File: src/rtl/smoc_pkg.sv
// Shared types and constants for the stream message order checker.
// Used by the controller, the datapath and the top level; no dependencies.
`timescale 1ns / 1ps

package smoc_pkg;

    // Table geometry
    localparam int STREAM_SLOTS   = 16;
    localparam int PACKET_ID_BITS = 16;
    localparam int SLOT_W         = (STREAM_SLOTS > 1) ? $clog2(STREAM_SLOTS) : 1;

    // Field widths of the stream interface
    localparam int IDX_W       = 4;
    localparam int PKT_IN_W    = 16;
    localparam int SEQ_W       = 64;
    localparam int IN_TUSER_W  = 4;
    localparam int IN_TDATA_W  = 88;
    localparam int OUT_TDATA_W = 72;

    // Message kinds
    typedef enum logic [2:0] {
        KIND_EVENT        = 3'd0,
        KIND_STREAM_BEGIN = 3'd1,
        KIND_STREAM_END   = 3'd2,
        KIND_PACKET_BEGIN = 3'd3,
        KIND_PACKET_END   = 3'd4,
        KIND_UNATTACHED   = 3'd5
    } kind_t;

    // Result codes
    typedef enum logic [3:0] {
        ERR_OK           = 4'd0,
        ERR_NO_BEGIN     = 4'd1,
        ERR_FIRST_SEQ    = 4'd2,
        ERR_ENDED        = 4'd3,
        ERR_SEQ_MISMATCH = 4'd4,
        ERR_REPEAT_BEGIN = 4'd5,
        ERR_END_IN_PKT   = 4'd6,
        ERR_NESTED_PKT   = 4'd7,
        ERR_STRAY_PKT_END= 4'd8,
        ERR_WRONG_PKT    = 4'd9,
        ERR_NOT_ENDED    = 4'd10
    } err_t;

    // Commands from the controller to the datapath
    typedef struct packed {
        logic load;       // capture the input request, clear the scan
        logic exec;       // check one message and update the table
        logic scan_step;  // examine one slot and advance the walk
        logic scan_done;  // post the end-check result
    } cmd_t;

    // Status from the datapath to the controller
    typedef struct packed {
        logic end_check;  // captured request is an end check
        logic scan_last;  // walk sits on the last slot
    } status_t;

endpackage

File: src/rtl/smoc_datapath.sv
// Datapath of the stream message order checker: request capture, per-stream
// table, message check, end-check slot walk and result register. Uses smoc_pkg.
`timescale 1ns / 1ps

module smoc_datapath
(
    input  logic                         clk,
    input  logic                         rst_n,
    input  smoc_pkg::cmd_t               cmd,
    output smoc_pkg::status_t            status,
    input  logic                         in_req_type,
    input  logic [2:0]                   in_msg_kind,
    input  logic [smoc_pkg::IDX_W-1:0]   in_stream_index,
    input  logic [smoc_pkg::PKT_IN_W-1:0] in_packet_id,
    input  logic                         in_seq_present,
    input  logic [smoc_pkg::SEQ_W-1:0]   in_seq_value,
    output logic                         valid_res,
    output smoc_pkg::err_t               error_code,
    output logic [smoc_pkg::SEQ_W-1:0]   assigned_seq
);

    localparam logic [smoc_pkg::SLOT_W-1:0] SLOT_LAST =
        smoc_pkg::SLOT_W'(smoc_pkg::STREAM_SLOTS - 1);

    // Captured request
    logic                                req_type_reg;
    smoc_pkg::kind_t                     kind_reg;
    logic [smoc_pkg::IDX_W-1:0]          idx_reg;
    logic [smoc_pkg::PACKET_ID_BITS-1:0] pkt_reg;
    logic                                present_reg;
    logic [smoc_pkg::SEQ_W-1:0]          seq_reg;

    // Stream table
    logic [smoc_pkg::STREAM_SLOTS-1:0]   known_reg;
    logic [smoc_pkg::STREAM_SLOTS-1:0]   ended_reg;
    logic [smoc_pkg::STREAM_SLOTS-1:0]   open_reg;
    logic [smoc_pkg::PACKET_ID_BITS-1:0] open_pkt_reg [smoc_pkg::STREAM_SLOTS];
    logic [smoc_pkg::SEQ_W-1:0]          exp_seq_reg  [smoc_pkg::STREAM_SLOTS];

    // End-check walk
    logic [smoc_pkg::SLOT_W-1:0]         cnt_reg;
    logic                                found_reg;
    logic                                hit;

    // Result register
    logic                                res_valid_reg;
    smoc_pkg::err_t                      res_err_reg;
    logic [smoc_pkg::SEQ_W-1:0]          res_seq_reg;

    // Message check outcome
    logic [smoc_pkg::SLOT_W-1:0]         slot;
    logic                                in_range;
    logic                                cur_known;
    logic                                cur_ended;
    logic                                cur_open;
    logic [smoc_pkg::PACKET_ID_BITS-1:0] cur_pkt;
    logic [smoc_pkg::SEQ_W-1:0]          cur_exp;
    logic [smoc_pkg::SEQ_W-1:0]          given;
    logic [smoc_pkg::SEQ_W-1:0]          filled;
    logic                                chk_ok;
    smoc_pkg::err_t                      chk_err;
    logic [smoc_pkg::SEQ_W-1:0]          chk_seq;
    logic                                wr_en;
    logic                                nxt_known;
    logic                                nxt_ended;
    logic                                nxt_open;
    logic                                wr_pkt;
    logic [smoc_pkg::SEQ_W-1:0]          nxt_exp;

    // Capture the request
    always_ff @(posedge clk)
    begin
        if (cmd.load)
        begin
            req_type_reg <= in_req_type;
            kind_reg     <= smoc_pkg::kind_t'(in_msg_kind);
            idx_reg      <= in_stream_index;
            pkt_reg      <= smoc_pkg::PACKET_ID_BITS'(in_packet_id);
            present_reg  <= in_seq_present;
            seq_reg      <= in_seq_value;
        end
    end

    // Read the addressed entry
    assign slot      = smoc_pkg::SLOT_W'(idx_reg);
    assign in_range  = (32'(idx_reg) < smoc_pkg::STREAM_SLOTS);
    assign cur_known = known_reg[slot];
    assign cur_ended = ended_reg[slot];
    assign cur_open  = open_reg[slot];
    assign cur_pkt   = open_pkt_reg[slot];
    assign cur_exp   = exp_seq_reg[slot];
    assign given     = present_reg ? seq_reg : '0;
    assign filled    = present_reg ? seq_reg : cur_exp;

    // Check one message against its stream entry
    always_comb
    begin
        chk_ok    = 1'b0;
        chk_err   = smoc_pkg::ERR_OK;
        chk_seq   = given;
        wr_en     = 1'b0;
        nxt_known = cur_known;
        nxt_ended = cur_ended;
        nxt_open  = cur_open;
        wr_pkt    = 1'b0;
        nxt_exp   = cur_exp + 64'd1;
        if (kind_reg > smoc_pkg::KIND_PACKET_END || !in_range)
        begin
            chk_ok = 1'b1;
        end
        else if (!cur_known)
        begin
            if (kind_reg != smoc_pkg::KIND_STREAM_BEGIN)
            begin
                chk_err = smoc_pkg::ERR_NO_BEGIN;
            end
            else if (present_reg && seq_reg != '0)
            begin
                chk_err = smoc_pkg::ERR_FIRST_SEQ;
            end
            else
            begin
                chk_ok    = 1'b1;
                chk_seq   = '0;
                wr_en     = 1'b1;
                nxt_known = 1'b1;
                nxt_ended = 1'b0;
                nxt_open  = 1'b0;
                nxt_exp   = 64'd1;
            end
        end
        else if (cur_ended)
        begin
            chk_err = smoc_pkg::ERR_ENDED;
        end
        else if (present_reg && seq_reg != cur_exp)
        begin
            chk_err = smoc_pkg::ERR_SEQ_MISMATCH;
        end
        else
        begin
            chk_seq = filled;
            case (kind_reg)
                smoc_pkg::KIND_STREAM_BEGIN:
                begin
                    chk_err = smoc_pkg::ERR_REPEAT_BEGIN;
                end
                smoc_pkg::KIND_STREAM_END:
                begin
                    if (cur_open)
                    begin
                        chk_err = smoc_pkg::ERR_END_IN_PKT;
                    end
                    else
                    begin
                        nxt_ended = 1'b1;
                        wr_en     = 1'b1;
                    end
                end
                smoc_pkg::KIND_PACKET_BEGIN:
                begin
                    if (cur_open)
                    begin
                        chk_err = smoc_pkg::ERR_NESTED_PKT;
                    end
                    else
                    begin
                        nxt_open = 1'b1;
                        wr_pkt   = 1'b1;
                        wr_en    = 1'b1;
                    end
                end
                smoc_pkg::KIND_PACKET_END:
                begin
                    if (!cur_open)
                    begin
                        chk_err = smoc_pkg::ERR_STRAY_PKT_END;
                    end
                    else
                    begin
                        nxt_open = 1'b0;
                        wr_en    = 1'b1;
                    end
                end
                default:
                begin
                    if (!cur_open || cur_pkt != pkt_reg)
                    begin
                        chk_err = smoc_pkg::ERR_WRONG_PKT;
                    end
                    else
                    begin
                        wr_en = 1'b1;
                    end
                end
            endcase
            chk_ok = wr_en;
        end
    end

    // Update the stream flags
    always_ff @(posedge clk or negedge rst_n)
    begin
        if (!rst_n)
        begin
            known_reg <= '0;
            ended_reg <= '0;
            open_reg  <= '0;
        end
        else if (cmd.exec && wr_en)
        begin
            known_reg[slot] <= nxt_known;
            ended_reg[slot] <= nxt_ended;
            open_reg[slot]  <= nxt_open;
        end
    end

    // Update the packet id and the expected sequence number
    always_ff @(posedge clk)
    begin
        if (cmd.exec && wr_en)
        begin
            exp_seq_reg[slot] <= nxt_exp;
            if (wr_pkt)
            begin
                open_pkt_reg[slot] <= pkt_reg;
            end
        end
    end

    // Walk the slots for an end check
    assign hit = known_reg[cnt_reg] && !ended_reg[cnt_reg];

    always_ff @(posedge clk or negedge rst_n)
    begin
        if (!rst_n)
        begin
            cnt_reg   <= '0;
            found_reg <= 1'b0;
        end
        else if (cmd.load)
        begin
            cnt_reg   <= '0;
            found_reg <= 1'b0;
        end
        else if (cmd.scan_step)
        begin
            cnt_reg   <= cnt_reg + 1'b1;
            found_reg <= found_reg | hit;
        end
    end

    // Hold the result until it is taken
    always_ff @(posedge clk)
    begin
        if (cmd.exec)
        begin
            res_valid_reg <= chk_ok;
            res_err_reg   <= chk_err;
            res_seq_reg   <= chk_seq;
        end
        else if (cmd.scan_done)
        begin
            res_valid_reg <= !(found_reg | hit);
            res_err_reg   <= (found_reg | hit) ? smoc_pkg::ERR_NOT_ENDED : smoc_pkg::ERR_OK;
            res_seq_reg   <= '0;
        end
    end

    assign status.end_check = req_type_reg;
    assign status.scan_last = (cnt_reg == SLOT_LAST);

    assign valid_res    = res_valid_reg;
    assign error_code   = res_err_reg;
    assign assigned_seq = res_seq_reg;

endmodule

File: config.mk
export PLATFORM = sky130hd
export DESIGN_NAME = smoc_datapath
export DESIGN_NICKNAME = d
export VERILOG_FILES = /design/src/rtl/smoc_pkg.sv /design/src/rtl/smoc_datapath.sv
export SDC_FILE = /design/constraint.sdc
export NUM_CORES = 1
export LEC_CHECK = 0
export BUFFER_PORTS_ARGS = -buffer_cell sky130_fd_sc_hd__buf_2
export CORE_ASPECT_RATIO = 1.2
export CORE_MARGIN = 4
export CORE_UTILIZATION = 40
export DETAILED_ROUTE_END_ITERATION = 8
export GPL_TIMING_DRIVEN = 0
export SETUP_SLACK_MARGIN = 0.15
export SLEW_MARGIN = 20
export SYNTH_ARGS = -nofsm -noshare
export SYNTH_HDL_FRONTEND = slang
export SYNTH_SLANG_ARGS = --single-unit
File: constraint.sdc
create_clock -name clk -period 19.71 [get_ports clk]
set_input_delay 1.971 -clock clk [delete_from_list [all_inputs] [get_ports clk]]
set_output_delay 1.971 -clock clk [all_outputs]
set_load 0.1 [all_outputs]
After elaboration in Yosys (flattened, before gate mapping)
Memories as Yosys holds them, arrays and structs flattened. A register that Yosys moved wholly into a read port is not among the register bits.
Cells that the tools add are included.
{"block": "word_totals", "reg_bits": 211, "ram_bits": 1280, "inputBits": 95, "output_inout_bits": 71, "word_cells": 132, "mem_count": 2}
{"name": "exp_seq_reg", "depth": 16, "word_bits": 64, "rd": 1, "rd_clocked_by_memory_dff": 1, "write_ports": 1, "line_no": "smoc_datapath.sv:38", "text": "logic [smoc_pkg::SEQ_W-1:0] exp_seq_reg [smoc_pkg::STREAM_SLOTS];"}
{"name": "open_pkt_reg", "depth": 16, "word_bits": 16, "rd": 1, "rd_clocked_by_memory_dff": 1, "write_ports": 1, "line_no": "smoc_datapath.sv:37", "text": "logic [smoc_pkg::PACKET_ID_BITS-1:0] open_pkt_reg [smoc_pkg::STREAM_SLOTS];"}
{"block": "op_classes", "add_sub_neg": 2, "order_cmp": 4, "eq_ne": 8, "muxes": 88, "bitwise_logic": 1, "reduce_logical": 13}
{"cell": "$mux 64", "n": 14}
{"cell": "$add 64x1->64 const B", "n": 1}
{"cell": "$ne 64x64->1", "n": 1}
{"cell": "$reduce_bool 64->1", "n": 1}
{"cell": "$mux 4", "n": 13}
{"cell": "$bwmux 16", "n": 3}
{"cell": "$mux 1", "n": 45}
{"cell": "$bmux 1 s4", "n": 5}
{"cell": "$ne 16x16->1", "n": 1}
{"cell": "$pmux 4 s4", "n": 1}
{"cell": "$lt 4x5->1 const B", "n": 2}
{"cell": "$eq 3x2->1 const B", "n": 2}
{"cell": "$mux 3", "n": 2}
{"cell": "$logic_and 1x1->1", "n": 5}
{"cell": "$add 4x1->4 const B", "n": 1}
{"cell": "$demux 1 s4", "n": 1}
{"cell": "$eq 4x4->1 const B", "n": 1}
{"cell": "$ge 4x1->1 const B", "n": 1}
{"cell": "$mux 2", "n": 2}
{"cell": "$reduce_bool 2->1", "n": 2}
{"cell": "$eq 3x1->1 const B", "n": 1}
{"cell": "$eq 3x3->1 const B", "n": 1}
{"cell": "$gt 3x3->1 const B", "n": 1}
{"cell": "$logic_not 1->1", "n": 3}
{"cell": "6 further kinds", "n": 6}

Longest topological paths before layout
{"block": "depth", "ltp_word": 13, "depth_mapped": 20, "depth_no_buf": 12}

Worst setup path before layout
Ideal clock, no wire load.
{"block": "synth_timing", "kind": "reg2reg", "from": "reg (tool-made name)", "to": "reg open_reg[14] in the netlist's numbering", "t_arrival_ps": 6424, "required_time_ps": 19585, "setup_slack_ps": 13161, "stages_incl_launch_ff": 18, "n_path_buf": 7, "period_less_slack_ps": 6549, "cell_sequence": "dfxtp_1 -> buf_6 -> buf_8 -> buf_8 -> buf_6 -> buf_6 -> buf_4 -> buf_6 -> mux4_2 -> a22oi_1 -> nand2_1 -> xor2_1 -> nor4_1 -> and4_1 -> nand4_1 -> o211a_4 -> nor3_2 -> mux2_2"}
{"element": "to (signal, indexed assignment)", "line_no": "smoc_datapath.sv:214", "text": "open_reg[slot] <= nxt_open;"}
{"element": "to (decl)", "line_no": "smoc_datapath.sv:36", "text": "logic [smoc_pkg::STREAM_SLOTS-1:0] open_reg;"}

==> key figures <==
CTS
  – Clk pin slew, worst setup/hold paths: 0.06 ns
  – H-tree depth: 4
  – # hold bufs at CTS: 0
  – Total CTS buffers: 151
  – Worst-skew pair later-pin latency: 0.80 ns
  – TritonCTS clock tree: done
  – Postcts setup bufs: 0
  – Post-cts sizing count: 0
  – Root buf cell: clkbuf_16
  – CTS sink count: 1495
  – Clk buf depth: 3

Detailed routing
  – Met2 Wirelength: 95.9 mm
  – Highest routed layer: met5
  – Starting DRT DRC Count: 5307
  – Vias: 36200
  – Routed wl met3: 22.8 mm
  – DRC Markers: 0
  – Final ANT Viol Nets: 0
  – WL final: 212 mm
  – M1 wire length: 81.2 mm
  – Via/cell ratio: 6.14
  – WL/cell: 35.9 um
  – Drt pass-1 iters: 8

Power
  – Clock Power Share: 0.381
  – Switch share: 0.264
  – Share of power burned in registers: 0.491
  – VDD IR max: 0.0798 mV
  – Combinational fraction of design power: 0.128
  – Internal power: 5.51 mW
  – Leak pwr: 24.8 nW
  – Cell Pwr Density: 103 nW/um^2
  – Sw power: 1.98 mW

Floorplanning
  – Die Wd: 367 um
  – Core footprint: 153000 sq um
  – DIE AREA: 161000 sq um
  – Starting density of the core: 0.404
  – Die H: 439 um
  – Core Rows: 157
  – I/O Pins: 166

Critical path
  – Worst setup EP type: flop
  – Critical path peak fanout: 10
  – Crit path launch type: flop
  – Critical Path RT: 20.18 ns
  – Worst Path Arrival: 9.56 ns
  – Crit Path Class: reg2reg

Placement
  – Pre-CTS setup slack: 10.83 ns
  – Port Buffers: 165
  – Hpwl dp: 153 mm
  – RD Place Congestion: 0.959

Yosys
  – Synth warn: 0
  – Syn_nets: 3384
  – Synth top area share: 0.697
  – Mapped Cells: 3287
  – Largest area contributor in the synthesized netlist: edfxtp_1
  – Post-synth top cells: edfxtp_1, mux4_2, mux2i_1, nand2_1, nor2_1
  – Top cells by area, synth: edfxtp_1, mux4_2, mux2i_1
  – Syn Area/Cell: 18.8 sq um
  – Predominant post-synthesis flop cell: edfxtp_1
  – Yosys reg bits: 1495
  – FFs w/ async S/R, synth: 0.0355
  – Register area share after synthesis: 0.720
  – Post-synth cell types: 94
  – Mapped Area: 61900 sq um
  – Post-synth EDFFs: 1438
  – Most numerous cell in the Yosys netlist: edfxtp_1

STA
  – Setup slack after layout: 10.62 ns
  – Setup Skew: 0.0478 ns
  – Worst-margin pin slew: 1.28 ns
  – Final Max Tran Viols: 0
  – Setup_tns: 0 ns
  – Final Hold Viols: 0
  – Fmax: 0.110 GHz
  – Final setup fails: 0
  – RSZ-0062 raised after global routing: false
  – Crit share post-route: 0.461
  – Final min period: 9.09 ns
  – Relative slew slack: 0.145

Layout
  – Max reg flops: 1024
  – Synthesis-to-finish area growth: 17.6%
  – Fin nets: 3882
  – Share of layout cells above drive strength 1: 0.284

Global routing
  – Vias in the first global route: 34900
  – First-pass GRT wire length: 289 mm
  – GRT Resource Usage Total: 0.260
  – Remaining Overflow, GRT: 0
  – Initial antenna violation count: 16
  – Largest net degree at the start of global routing: 54

Status
  – Status: finished, final reports clean

Hold path
  – Hold crit path type: reg2reg

Job
  – Number of max-cap violations: 0
==> logic make-up (layout without fill, tap and decap cells) <==
| family | Yosys count | after routing | synth area share |
|---|---|---|---|
| compound gates | 297 | 297 | 0.0354 |
| xor+xnor | 158 | 158 | 0.0223 |
| fa+ha+maj | 2 | 2 | 0.000404 |
| buf+inv | 194 | 807 | 0.0190 |
| flops | 1495 | 1495 | 0.720 |
| mux | 573 | 573 | 0.152 |
| other cells | 0 | 3 | 0 |
| simple gates | 568 | 568 | 0.0509 |
==> cell type report <==
class                           instances  area, sq um
Fill cell                           12900        80400
Timing Repair Buffer                  345         3350
Antenna cell                            3         7.51
Buffer                                176         1140
Inverter                               18         67.6
Multi-Input combinational cell       1598        16400
Clock inverter                         75          806
Tap cell                             1987         2490
Sequential cell                      1495        44600
Clock buffer                          193         4020
==> cell usage in the layout, fill, tap and decap left out, drive strengths merged, types with 6 or more instances in the layout <==
cell,count
a2111oi,6
a21oi,40
a221o,6
a221oi,16
a22o,37
a22oi,61
a311oi,7
and2,16
and3,19
buf,451
bufinv,12
clkbuf,263
clkinv,52
dfrtp,53
edfxtp,1438
inv,27
mux2,85
mux2i,204
mux4,284
nand2,140
nand2b,20
nand3,33
nand3b,7
nand4,22
nor2,109
nor2b,34
nor3,60
nor3b,11
nor4,41
o21a,6
o21ai,50
o22ai,13
or2,24
or3,13
xnor2,77
xor2,81
==> worst max-delay path, cell delays in order (launching register included) <==
cell	delay, ns
dfxtp_1	0.31
buf_2	0.29
buf_4	0.45
buf_4	0.41
buf_2	0.32
buf_2	0.50
buf_2	0.50
clkbuf_1	0.89
clkbuf_1	0.77
a21oi_1	0.37
a311oi_1	0.69
nand4_1	0.27
o32ai_2	0.63
a21oi_4	0.28
buf_4	0.32
nor3_4	0.63
buf_8	0.26
buf_16	0.17
buf_8	0.16
buf_8	0.19
buf_16	0.16
==> power by group through the flow <==
stage	logic, mW	clock network [mW]	registers, mW
2_1_floorplan	0.484	0	3.79
3_3_place_gp	0.915	0	3.74
3_5_place_dp	0.938	0	3.74
4_1_cts	0.940	2.88	3.67
5_1_grt	0.985	3.02	3.67
6_report	0.961	2.85	3.67
==> path summary, 6_finish.rpt <==
check / startpoint / to / slack, ns / depth (start not counted)
worst max register to register: flop / exp_seq_reg[7][50] / 10.62 / 20
worst max-delay path: flop / exp_seq_reg[7][50] / 10.62 / 20
min in group asynchronous: rst_n / open_reg[11] / 1.22 / 1
worst min-delay path: known_reg[11] / known_reg[11] / 0.49 / 1
max in group asynchronous: rst_n / known_reg[2] / 18.00 / 1
worst min register to register: known_reg[11] / known_reg[11] / 0.49 / 1
==> metal layers <==
layer	vias to the layer above	GRT usage
met3	489	0.0637
met2	2431	0.396
met1	18900	0.350
met5	-	0
li1	14300	-
met4	2	0.127
==> through the flow <==
step            util  hold slack (ns)  instance area, sq um  total power [mW]  std cells
3_5_place_dp   0.444            0.466                 68000              4.68       5619
6_report       0.476            0.489                 72900              7.49       5890
3_3_place_gp   0.426            0.470                 65300              4.65       5439
5_1_grt        0.475            0.507                 72900              7.68       5888
2_1_floorplan      -            0.443                 61900              4.28       3287
4_1_cts        0.475            0.486                 72800              7.50       5887
Note: power is estimated with default switching activity, not from simulation.
